===== src/rtl/core/pmtud_pkg.sv =====
// Shared types, constants and the plateau table for the path MTU tracker.
// No dependencies.
`timescale 1ns / 1ps

package pmtud_pkg;

  typedef enum logic [1:0] {
    OP_QUERY = 2'd0,
    OP_SENT  = 2'd1,
    OP_ACK   = 2'd2,
    OP_FRAG  = 2'd3
  } op_t;

  typedef enum logic [2:0] {
    REG_OVERRIDE = 3'd0,
    REG_HEADER   = 3'd1,
    REG_RETRY    = 3'd2,
    REG_REPROBE  = 3'd3,
    REG_EXPIRY   = 3'd4
  } reg_idx_t;

  localparam int MAX_PLATEAUS = 16;
  localparam logic [15:0] START_MTU = 16'd1300;

  // Commands travelling down the cell row.
  typedef enum logic [1:0] {
    CMD_NONE  = 2'd0,
    CMD_CLEAR = 2'd1,   // clear all entries with seq <= key
    CMD_WRITE = 2'd2    // write key/size/time into the selected cell
  } cmd_t;

  // Per-cell status gathered by the controller.
  typedef struct packed {
    logic        valid;
    logic [31:0] seq;
    logic [15:0] size;
    logic [31:0] stamp;
  } cell_status_t;

  function automatic logic [15:0] plateau(input logic [3:0] i);
    case (i)
      4'd0:  plateau = 16'd68;
      4'd1:  plateau = 16'd296;
      4'd2:  plateau = 16'd508;
      4'd3:  plateau = 16'd576;
      4'd4:  plateau = 16'd1006;
      4'd5:  plateau = 16'd1492;
      4'd6:  plateau = 16'd2002;
      4'd7:  plateau = 16'd4352;
      4'd8:  plateau = 16'd8166;
      4'd9:  plateau = 16'd17914;
      4'd10: plateau = 16'd32000;
      default: plateau = 16'd65535;
    endcase
  endfunction

endpackage


===== src/rtl/core/pmtud_cell.sv =====
// One probe table entry of the path MTU tracker.
// Depends on pmtud_pkg.
`timescale 1ns / 1ps

module pmtud_cell (
  input  logic                    clk,
  input  logic                    rst,
  input  pmtud_pkg::cmd_t         cmd,
  input  logic                    sel,
  input  logic [31:0]             key,
  input  logic [15:0]             wr_size,
  input  logic [31:0]             wr_stamp,
  output pmtud_pkg::cell_status_t status
);

  logic        valid;
  logic [31:0] seq;
  logic [15:0] size;
  logic [31:0] stamp;

  always_ff @(posedge clk) begin
    if (rst) begin
      valid <= 1'b0;
    end else begin
      case (cmd)
        pmtud_pkg::CMD_CLEAR: if (valid && seq <= key) valid <= 1'b0;
        pmtud_pkg::CMD_WRITE: if (sel) valid <= 1'b1;
        default: ;
      endcase
    end
  end

  always_ff @(posedge clk) begin
    if (cmd == pmtud_pkg::CMD_WRITE && sel) begin
      seq   <= key;
      size  <= wr_size;
      stamp <= wr_stamp;
    end
  end

  assign status = '{valid: valid, seq: seq, size: size, stamp: stamp};

endmodule


===== src/rtl/core/pmtud_row.sv =====
// Row of probe cells with a lowest-sequence chain through the row.
// Depends on pmtud_pkg and pmtud_cell.
`timescale 1ns / 1ps

module pmtud_row #(
  parameter int SLOTS = 8,
  parameter int IW    = (SLOTS > 1) ? $clog2(SLOTS) : 1
) (
  input  logic              clk,
  input  logic              rst,
  input  pmtud_pkg::cmd_t   cmd,
  input  logic [IW-1:0]     wr_idx,
  input  logic [31:0]       key,
  input  logic [15:0]       wr_size,
  input  logic [31:0]       wr_stamp,
  output pmtud_pkg::cell_status_t st [SLOTS],
  // Registered summaries, valid in the cycle after the row settles.
  output logic              any_valid,
  output logic              lo_found,
  output logic [IW-1:0]     lo_idx,
  output logic              match_found,
  output logic [IW-1:0]     match_idx,
  output logic              free_found,
  output logic [IW-1:0]     free_idx
);

  // Chain signals handed from cell to cell.
  logic          c_lo_f   [SLOTS+1];
  logic [IW-1:0] c_lo_i   [SLOTS+1];
  logic [31:0]   c_lo_s   [SLOTS+1];
  logic          c_m_f    [SLOTS+1];
  logic [IW-1:0] c_m_i    [SLOTS+1];
  logic          c_f_f    [SLOTS+1];
  logic [IW-1:0] c_f_i    [SLOTS+1];
  logic          c_any    [SLOTS+1];

  assign c_lo_f[0] = 1'b0;
  assign c_lo_i[0] = '0;
  assign c_lo_s[0] = '0;
  assign c_m_f[0]  = 1'b0;
  assign c_m_i[0]  = '0;
  assign c_f_f[0]  = 1'b0;
  assign c_f_i[0]  = '0;
  assign c_any[0]  = 1'b0;

  for (genvar g = 0; g < SLOTS; g++) begin : g_cell
    logic take_lo;
    pmtud_cell u_cell (
      .clk(clk), .rst(rst), .cmd(cmd),
      .sel(wr_idx == IW'(g)), .key(key),
      .wr_size(wr_size), .wr_stamp(wr_stamp), .status(st[g])
    );
    assign take_lo = st[g].valid && (!c_lo_f[g] || st[g].seq < c_lo_s[g]);
    assign c_lo_f[g+1] = c_lo_f[g] || st[g].valid;
    assign c_lo_i[g+1] = take_lo ? IW'(g) : c_lo_i[g];
    assign c_lo_s[g+1] = take_lo ? st[g].seq : c_lo_s[g];
    assign c_m_f[g+1]  = c_m_f[g] || (st[g].valid && st[g].seq == key);
    assign c_m_i[g+1]  = (!c_m_f[g] && st[g].valid && st[g].seq == key) ? IW'(g) : c_m_i[g];
    assign c_f_f[g+1]  = c_f_f[g] || !st[g].valid;
    assign c_f_i[g+1]  = (!c_f_f[g] && !st[g].valid) ? IW'(g) : c_f_i[g];
    assign c_any[g+1]  = c_any[g] || st[g].valid;
  end

  always_ff @(posedge clk) begin
    any_valid   <= c_any[SLOTS];
    lo_found    <= c_lo_f[SLOTS];
    lo_idx      <= c_lo_i[SLOTS];
    match_found <= c_m_f[SLOTS];
    match_idx   <= c_m_i[SLOTS];
    free_found  <= c_f_f[SLOTS];
    free_idx    <= c_f_i[SLOTS];
  end

endmodule


===== src/rtl/core/path_mtu_discovery_top.sv =====
// Top level of the path MTU tracker: handshakes, registers, sequencer.
// Depends on pmtud_pkg and pmtud_row.
//
//  channel  | dir | beat contents
//  s_axis   | in  | tdata: op, now_ms, seq, payload_bytes ; tuser: acked
//  m_axis   | out | tdata: max_payload, path_mtu, probe_offered, probe_dropped
//  apb      | in  | five registers at byte addresses 0,4,8,12,16
//
// Query, ack and fragmentation beats pass S_WAIT, S_DECIDE, S_OUT before
// the next ready; sent beats add S_EXP_WAIT, S_EXP_SETTLE, S_EXP_CHK per
// expired probe plus once. The row summary register sets the pace.
// Reset is synchronous and empties the probe table at once.
// A result waiting in the output register holds the next beat in its
// output state only.
`timescale 1ns / 1ps

module path_mtu_discovery_top #(
  parameter int PROBE_SLOTS   = 8,
  parameter int PLATEAU_COUNT = 10
) (
  input  logic        clk,
  input  logic        rst,
  input  logic        s_axis_tvalid,
  output logic        s_axis_tready,
  input  logic [87:0] s_axis_tdata,  // op[1:0] now_ms[33:2] seq[65:34] payload_bytes[81:66]
  input  logic        s_axis_tuser,  // acked
  output logic        m_axis_tvalid,
  input  logic        m_axis_tready,
  output logic [39:0] m_axis_tdata,  // max_payload, path_mtu, probe_offered, probe_dropped
  input  logic        psel,
  input  logic        penable,
  input  logic        pwrite,
  input  logic [4:0]  paddr,
  input  logic [31:0] pwdata,
  output logic [31:0] prdata,
  output logic        pready
);

  localparam int IW = (PROBE_SLOTS > 1) ? $clog2(PROBE_SLOTS) : 1;
  localparam int PC = (PLATEAU_COUNT > pmtud_pkg::MAX_PLATEAUS) ? pmtud_pkg::MAX_PLATEAUS :
                      (PLATEAU_COUNT < 1) ? 1 : PLATEAU_COUNT;
  localparam logic [3:0] TOP_IDX = 4'(PC - 1);

  // Registers.
  logic [15:0] size_override;
  logic [7:0]  header_bytes;
  logic [31:0] probe_retry_ms, reprobe_ms, probe_expiry_ms;

  assign pready = 1'b1;
  always_ff @(posedge clk) begin
    if (rst) begin
      size_override   <= '0;
      header_bytes    <= 8'd28;
      probe_retry_ms  <= 32'd15000;
      reprobe_ms      <= 32'd600000;
      probe_expiry_ms <= 32'd1000;
    end else if (psel && penable && pwrite) begin
      case (pmtud_pkg::reg_idx_t'(paddr[4:2]))
        pmtud_pkg::REG_OVERRIDE: size_override   <= pwdata[15:0];
        pmtud_pkg::REG_HEADER:   header_bytes    <= pwdata[7:0];
        pmtud_pkg::REG_RETRY:    probe_retry_ms  <= pwdata;
        pmtud_pkg::REG_REPROBE:  reprobe_ms      <= pwdata;
        pmtud_pkg::REG_EXPIRY:   probe_expiry_ms <= pwdata;
        default: ;
      endcase
    end
  end

  always_comb begin
    case (pmtud_pkg::reg_idx_t'(paddr[4:2]))
      pmtud_pkg::REG_OVERRIDE: prdata = {16'd0, size_override};
      pmtud_pkg::REG_HEADER:   prdata = {24'd0, header_bytes};
      pmtud_pkg::REG_RETRY:    prdata = probe_retry_ms;
      pmtud_pkg::REG_REPROBE:  prdata = reprobe_ms;
      pmtud_pkg::REG_EXPIRY:   prdata = probe_expiry_ms;
      default:                 prdata = '0;
    endcase
  end

  // Plateau index of the estimate: largest plateau <= estimate, clamped.
  function automatic logic [3:0] pidx(input logic [15:0] s);
    logic [3:0] r;
    r = '0;
    for (int i = 0; i < PC; i++)
      if (pmtud_pkg::plateau(4'(i)) <= s) r = 4'(i);
    return r;
  endfunction

  typedef enum logic [2:0] {
    S_IDLE, S_WAIT, S_DECIDE, S_EXP_WAIT, S_EXP_SETTLE, S_EXP_CHK, S_OUT
  } state_t;
  state_t state;

  pmtud_pkg::op_t op;
  logic [31:0] now;
  logic [15:0] payload;
  logic        acked;

  logic [15:0] mtu_estimate;
  logic        probing_wanted;
  logic [31:0] last_probe_sent_ms, last_offer_ms;
  logic [15:0] r_maxp;
  logic        r_off, r_drop;

  pmtud_pkg::cmd_t cmd;
  logic [IW-1:0]   wr_idx;
  logic [31:0]     key;
  logic [15:0]     wr_size;
  pmtud_pkg::cell_status_t st [PROBE_SLOTS];
  logic any_valid, lo_found, match_found, free_found;
  logic [IW-1:0] lo_idx, match_idx, free_idx;

  logic [16:0] sent_sum;
  logic [15:0] sz;
  assign sent_sum = {1'b0, payload} + {9'd0, header_bytes};
  assign sz = (sent_sum < 17'd65535) ? sent_sum[15:0] : 16'hFFFF;

  pmtud_row #(.SLOTS(PROBE_SLOTS), .IW(IW)) u_row (
    .clk(clk), .rst(rst), .cmd(cmd), .wr_idx(wr_idx), .key(key),
    .wr_size(wr_size), .wr_stamp(now), .st(st),
    .any_valid(any_valid), .lo_found(lo_found), .lo_idx(lo_idx),
    .match_found(match_found), .match_idx(match_idx),
    .free_found(free_found), .free_idx(free_idx)
  );

  assign s_axis_tready = (state == S_IDLE);

  // Query path values.
  logic        pw_q, offer;
  logic [15:0] report;
  logic [3:0]  up_idx, dn_idx;
  always_comb begin
    pw_q   = probing_wanted || ((now - last_probe_sent_ms) > reprobe_ms);
    offer  = pw_q && ((now - last_offer_ms) > probe_retry_ms);
    up_idx = (pidx(mtu_estimate) >= TOP_IDX) ? TOP_IDX : pidx(mtu_estimate) + 4'd1;
    report = offer ? pmtud_pkg::plateau(up_idx) : mtu_estimate;
    dn_idx = pidx(mtu_estimate);
    if (dn_idx != 4'd0 && mtu_estimate == pmtud_pkg::plateau(dn_idx)) dn_idx = dn_idx - 4'd1;
  end

  always_ff @(posedge clk) begin
    if (rst) begin
      state <= S_IDLE;
      cmd <= pmtud_pkg::CMD_NONE;
      mtu_estimate <= pmtud_pkg::START_MTU;
      probing_wanted <= 1'b1;
      last_probe_sent_ms <= '0;
      last_offer_ms <= '0;
      m_axis_tvalid <= 1'b0;
    end else begin
      cmd <= pmtud_pkg::CMD_NONE;
      if (m_axis_tvalid && m_axis_tready && state != S_OUT) m_axis_tvalid <= 1'b0;
      case (state)
        S_IDLE: if (s_axis_tvalid) begin
          op      <= pmtud_pkg::op_t'(s_axis_tdata[1:0]);
          now     <= s_axis_tdata[33:2];
          key     <= s_axis_tdata[65:34];
          payload <= s_axis_tdata[81:66];
          acked   <= s_axis_tuser;
          r_maxp <= '0; r_off <= 1'b0; r_drop <= 1'b0;
          state <= S_WAIT;
        end
        S_WAIT: state <= S_DECIDE;
        S_DECIDE: begin
          state <= S_OUT;
          case (op)
            pmtud_pkg::OP_QUERY: if (size_override != 16'd0) begin
              r_maxp <= size_override;
            end else begin
              probing_wanted <= pw_q;
              r_maxp <= (report > {8'd0, header_bytes}) ? report - {8'd0, header_bytes} : '0;
              if (offer) begin
                last_offer_ms <= now;
                r_off <= 1'b1;
              end
            end
            pmtud_pkg::OP_SENT: begin
              if (sz > mtu_estimate) begin
                probing_wanted <= 1'b0;
                last_probe_sent_ms <= now;
                cmd <= pmtud_pkg::CMD_WRITE;
                wr_size <= sz;
                wr_idx <= match_found ? match_idx : free_found ? free_idx : lo_idx;
                r_drop <= !match_found && !free_found;
              end
              state <= S_EXP_WAIT;
            end
            pmtud_pkg::OP_ACK: begin
              if (acked && match_found) begin
                if (st[match_idx].size > mtu_estimate) mtu_estimate <= st[match_idx].size;
                probing_wanted <= 1'b1;
              end
              cmd <= pmtud_pkg::CMD_CLEAR;
            end
            default: if (!any_valid) begin
              mtu_estimate <= pmtud_pkg::plateau(dn_idx);
              probing_wanted <= 1'b0;
            end
          endcase
        end
        // The table command lands at the end of this cycle; the summary
        // register picks up the new table at the end of S_EXP_SETTLE.
        S_EXP_WAIT: state <= S_EXP_SETTLE;
        S_EXP_SETTLE: state <= S_EXP_CHK;
        S_EXP_CHK: begin
          if (lo_found && ((now - st[lo_idx].stamp) > probe_expiry_ms)) begin
            key <= st[lo_idx].seq;
            cmd <= pmtud_pkg::CMD_CLEAR;
            state <= S_EXP_WAIT;
          end else begin
            state <= S_OUT;
          end
        end
        S_OUT: if (!m_axis_tvalid || m_axis_tready) begin
          m_axis_tvalid <= 1'b1;
          m_axis_tdata <= {6'd0, r_drop, r_off, mtu_estimate, r_maxp};
          state <= S_IDLE;
        end
        default: state <= S_IDLE;
      endcase
    end
  end

  // The summary registers must settle after any table command before they are read.
  a_cmd_then_wait: assert property (@(posedge clk) disable iff (rst)
    (cmd != pmtud_pkg::CMD_NONE) |-> (state == S_EXP_WAIT || state == S_OUT))
    else $error("table command issued outside a settle state");
  a_estimate_floor: assert property (@(posedge clk) disable iff (rst)
    mtu_estimate >= 16'd68)
    else $error("estimate fell below lowest plateau");
  a_offer_query: assert property (@(posedge clk) disable iff (rst)
    (state == S_OUT && r_off) |-> (op == pmtud_pkg::OP_QUERY))
    else $error("probe offer flagged on non-query beat");

endmodule

===== config.mk =====
export PLATFORM = sky130hd
export DESIGN_NAME = path_mtu_discovery_top
export DESIGN_NICKNAME = d
export VERILOG_FILES = /design/src/rtl/core/pmtud_pkg.sv /design/src/rtl/core/pmtud_cell.sv /design/src/rtl/core/pmtud_row.sv /design/src/rtl/core/path_mtu_discovery_top.sv
export SDC_FILE = /design/constraint.sdc
export NUM_CORES = 2
export LEC_CHECK = 0
export BUFFER_PORTS_ARGS = -buffer_cell sky130_fd_sc_hd__buf_2
export CAP_MARGIN = 20
export CORE_MARGIN = 4
export CORE_UTILIZATION = 53
export CTS_CLUSTER_SIZE = 28
export DETAILED_ROUTE_END_ITERATION = 6
export PLACE_DENSITY = 0.68
export SYNTH_ARGS = -nofsm -noshare
export SYNTH_HDL_FRONTEND = slang
export SYNTH_SLANG_ARGS = --single-unit

===== constraint.sdc =====
create_clock -name clk -period 19 [get_ports clk]
set_clock_uncertainty 0.2 [all_clocks]
set_input_delay 3.8 -clock clk [delete_from_list [all_inputs] [get_ports clk]]
set_output_delay 3.8 -clock clk [all_outputs]
set_load 0.005 [all_outputs]

==> flow_summary.ini <==
[synthesis]
ys_seq_area_share_pct = 46.2
synth_top_area_cell = edfxtp_1
synth_area_leaders = edfxtp_1, ha_1, dfxtp_1
syn_inst = 5605
synth_edf_count = 794
yosysMostFrequentCell = edfxtp_1
synthFlopType = edfxtp_1
syn_area_um2 = 61500
synth_cell_type_count = 93
synth.avg_cell_area_um2 = 11.0
ys_ff_latch = 1021
synth_warnings = 0
synthArstFlopShare_pct = 0
synth_commonest_cells = edfxtp_1, ha_1, nand2_1
yosysTopAreaCellShare_pct = 38.8

[setup_path]
worstSetupPathType = flop to flop
r2r-start = u_row.g_cell[0].u_cell.valid
worstPathMaxFanout = 8
path_buf_inv = 23
cp_slowest_cell = dfxtp_4
cpMostUsedCell = a21o_1
worstPathRequired_ns = 19.40
end_kind = flop
max_stage_delay_ns = 0.44
cp-startpoint = u_row.g_cell[0].u_cell.valid
cpLargestDelayFamily = compound AO/OA/AOI/OAI gates
crit_arrival_ns = 19.13
start_kind = flop

[power]
p_leak_nw = 26.9
power_density_nw_per_um2 = 83.3
peakVddDrop_uv = 106

[die]
coreArea_um2 = 115000
rows = 124
start_util_pct = 53.5
die_w_um = 349
dieArea_um2 = 122000
die_y_um = 349
ios = 208

[grt]
grt_pass1_wl_um = 273000
track_usage_pct = 29.3
overflow = 0
antenna_found_initial = 0
grt_pass1_vias = 45880
grt_max_degree = 99

[cts]
cts_max_level = 3
clk_pin_slew_ns = 0.06
cts_buffers = 106
cts_buffer_depth = 3
cts_tree = done
clk_latency_ns = 0.75
cts_sinks = 1021
ctsRootBufferMaster = clkbuf_16

[sta]
period_share_pct = 98.6
setup_tns_ns = 0
rsz0062_at_grt = true
period_needed_ns = 18.73
setup_viol = 0
hold_violations = 0
hold_ws_ns = 0.223
worst_pin_slew_ns = 1.11
slew_violations = 0
max_freq_mhz = 53.4
slew_headroom_pct = 25.7

[layout]
antennaDiodeCount = 0
area_growth_pct = 16.8
layout.nets = 6973
drive_above_1_share_pct = 18.7

[drt]
drt_iter0_markers = 3914
avgRoutedWirePerCell_um = 23.7
wl_um = 183000
antenna_left = 0
num_vias = 46945
first_pass_iters = 6
drc_errors = 0
viasPerCell = 6.09

[placement]
gp_congestion = 0.963
hpwlAfterDp_um = 130000
numPortBuffers = 192

[min_path]
hp-class = flop to flop
worstHoldStart = r_maxp[5]

[status]
outcome = complete, no violations

[run]
cap_viol_max_count = 0
## sequential cells by signal (all words and copies together) (netlist names), 8 cells and up
| name | count |
|---|---|
| u_row.g_cell.u_cell.valid | 8 |
| probe_retry_ms | 32 |
| m_axis_tdata | 34 |
| payload | 16 |
| wr_size | 16 |
| last_probe_sent_ms | 32 |
| u_row.g_cell.u_cell.stamp | 256 |
| last_offer_ms | 32 |
| u_row.g_cell.u_cell.seq | 256 |
| key | 32 |
| u_row.g_cell.u_cell.size | 128 |
| probe_expiry_ms | 32 |
| now | 32 |
| reprobe_ms | 32 |
| r_maxp | 16 |
| size_override | 16 |
| mtu_estimate | 16 |
| header_bytes | 8 |
## worst register-to-register path, delay by kind of cell, from the launching register on
family / cells / cell delay, ns
and+or+nand+nor: 25 / 4.35
AOI/OAI and AO/OA: 52 / 8.29
muxes: 1 / 0.24
buffers and inverters: 23 / 3.31
adders and majority gates: 7 / 1.70
DFF: 1 / 0.44
## what timing repair did
action / 4_1_cts / 5_1_grt
resized for setup: 85 / 179
pin swaps: 35 / 82
setup buffers: 14 / 31
gates cloned: 2 / 4
endpoints found under the setup margin: 3 / 3
hold buffers: 0 / 0
## through the flow
stage | cells | setup slack, ns | utilization [%] | area, um2 | power [mW]
6_report | 7713 | 0.266 | 62.5 | 71800 | 5.98
5_1_grt | 7713 | -0.452 | 62.5 | 71800 | 6.27
4_1_cts | 7678 | 0.00755 | 61.4 | 70500 | 5.99
3_5_place_dp | 7463 | -1.95 | 57.9 | 66500 | 3.89
3_3_place_gp | 7463 | -1.70 | 57.9 | 66500 | 3.86
2_1_floorplan | 5610 | 0.0516 | - | 61500 | 3.52
## cells by family (layout without fill, tap and decap cells)
group                    after synthesis  in the layout  share of synthesized area, %
AND/OR/NAND/NOR                     1517           1517                          11.8
AO/OA/AOI/OAI                       1231           1231                          12.1
flip-flops                          1021           1021                          46.2
adder cells (fa/ha/maj)              735            735                          15.0
buffers and inverters                607           1198                          3.83
multiplexers                         381            381                          9.49
XOR/XNOR                             111            111                          1.58
other                                  2              7                        0.0122
## routing by layer
| metal | GRT usage, % | wire length [um] |
|---|---|---|
| met1 | 38.6 | 74900 |
| met5 | 0 | 0 |
| met4 | 11.3 | 8220 |
| met3 | 4.79 | 13000 |
| met2 | 48.9 | 86800 |
## cell usage in the layout (no fill, tap or decap), types with 43 or more instances in the layout
cell type	n
a21o_1	124
a21oi_1	411
a31oi_1	43
and3_1	52
buf_2	191
buf_4	368
clkbuf_16	110
dfxtp_1	222
edfxtp_1	794
ha_1	700
inv_1	391
mux2i_1	191
mux4_2	160
nand2_1	514
nand2b_1	91
nand3_1	61
nand4_1	135
nor2_1	330
nor2b_1	118
nor3_1	63
o211ai_1	48
o21ai_0	290
xnor2_1	86
## layout make-up
| class | instances | area [um2] |
|---|---|---|
| Clock inverter | 57 | 649 |
| Sequential cell | 1021 | 28400 |
| Fill cell | 9090 | 43000 |
| Tap cell | 1512 | 1890 |
| Clock buffer | 143 | 2890 |
| Inverter | 394 | 1480 |
| Timing Repair Buffer | 604 | 4520 |
| Multi-Input combinational cell | 3982 | 32000 |
## worst paths after layout
kind              slack [ns]               to  depth (start not counted)
setup / recovery        0.27  u_row.lo_idx[0]                        108
hold / removal          0.22  m_axis_tdata[5]                          0
setup reg to reg        0.27  u_row.lo_idx[0]                        108
hold reg to reg         0.22  m_axis_tdata[5]                          0
## power breakdown
group	switching [mW]	internal, mW	leakage [nW]	total [mW]
logic	0.765	0.520	16.2	1.28
registers	0.0966	2.50	8.99	2.59
clock network	0.911	1.19	1.70	2.10
Note: power is estimated with default switching activity, not from simulation.
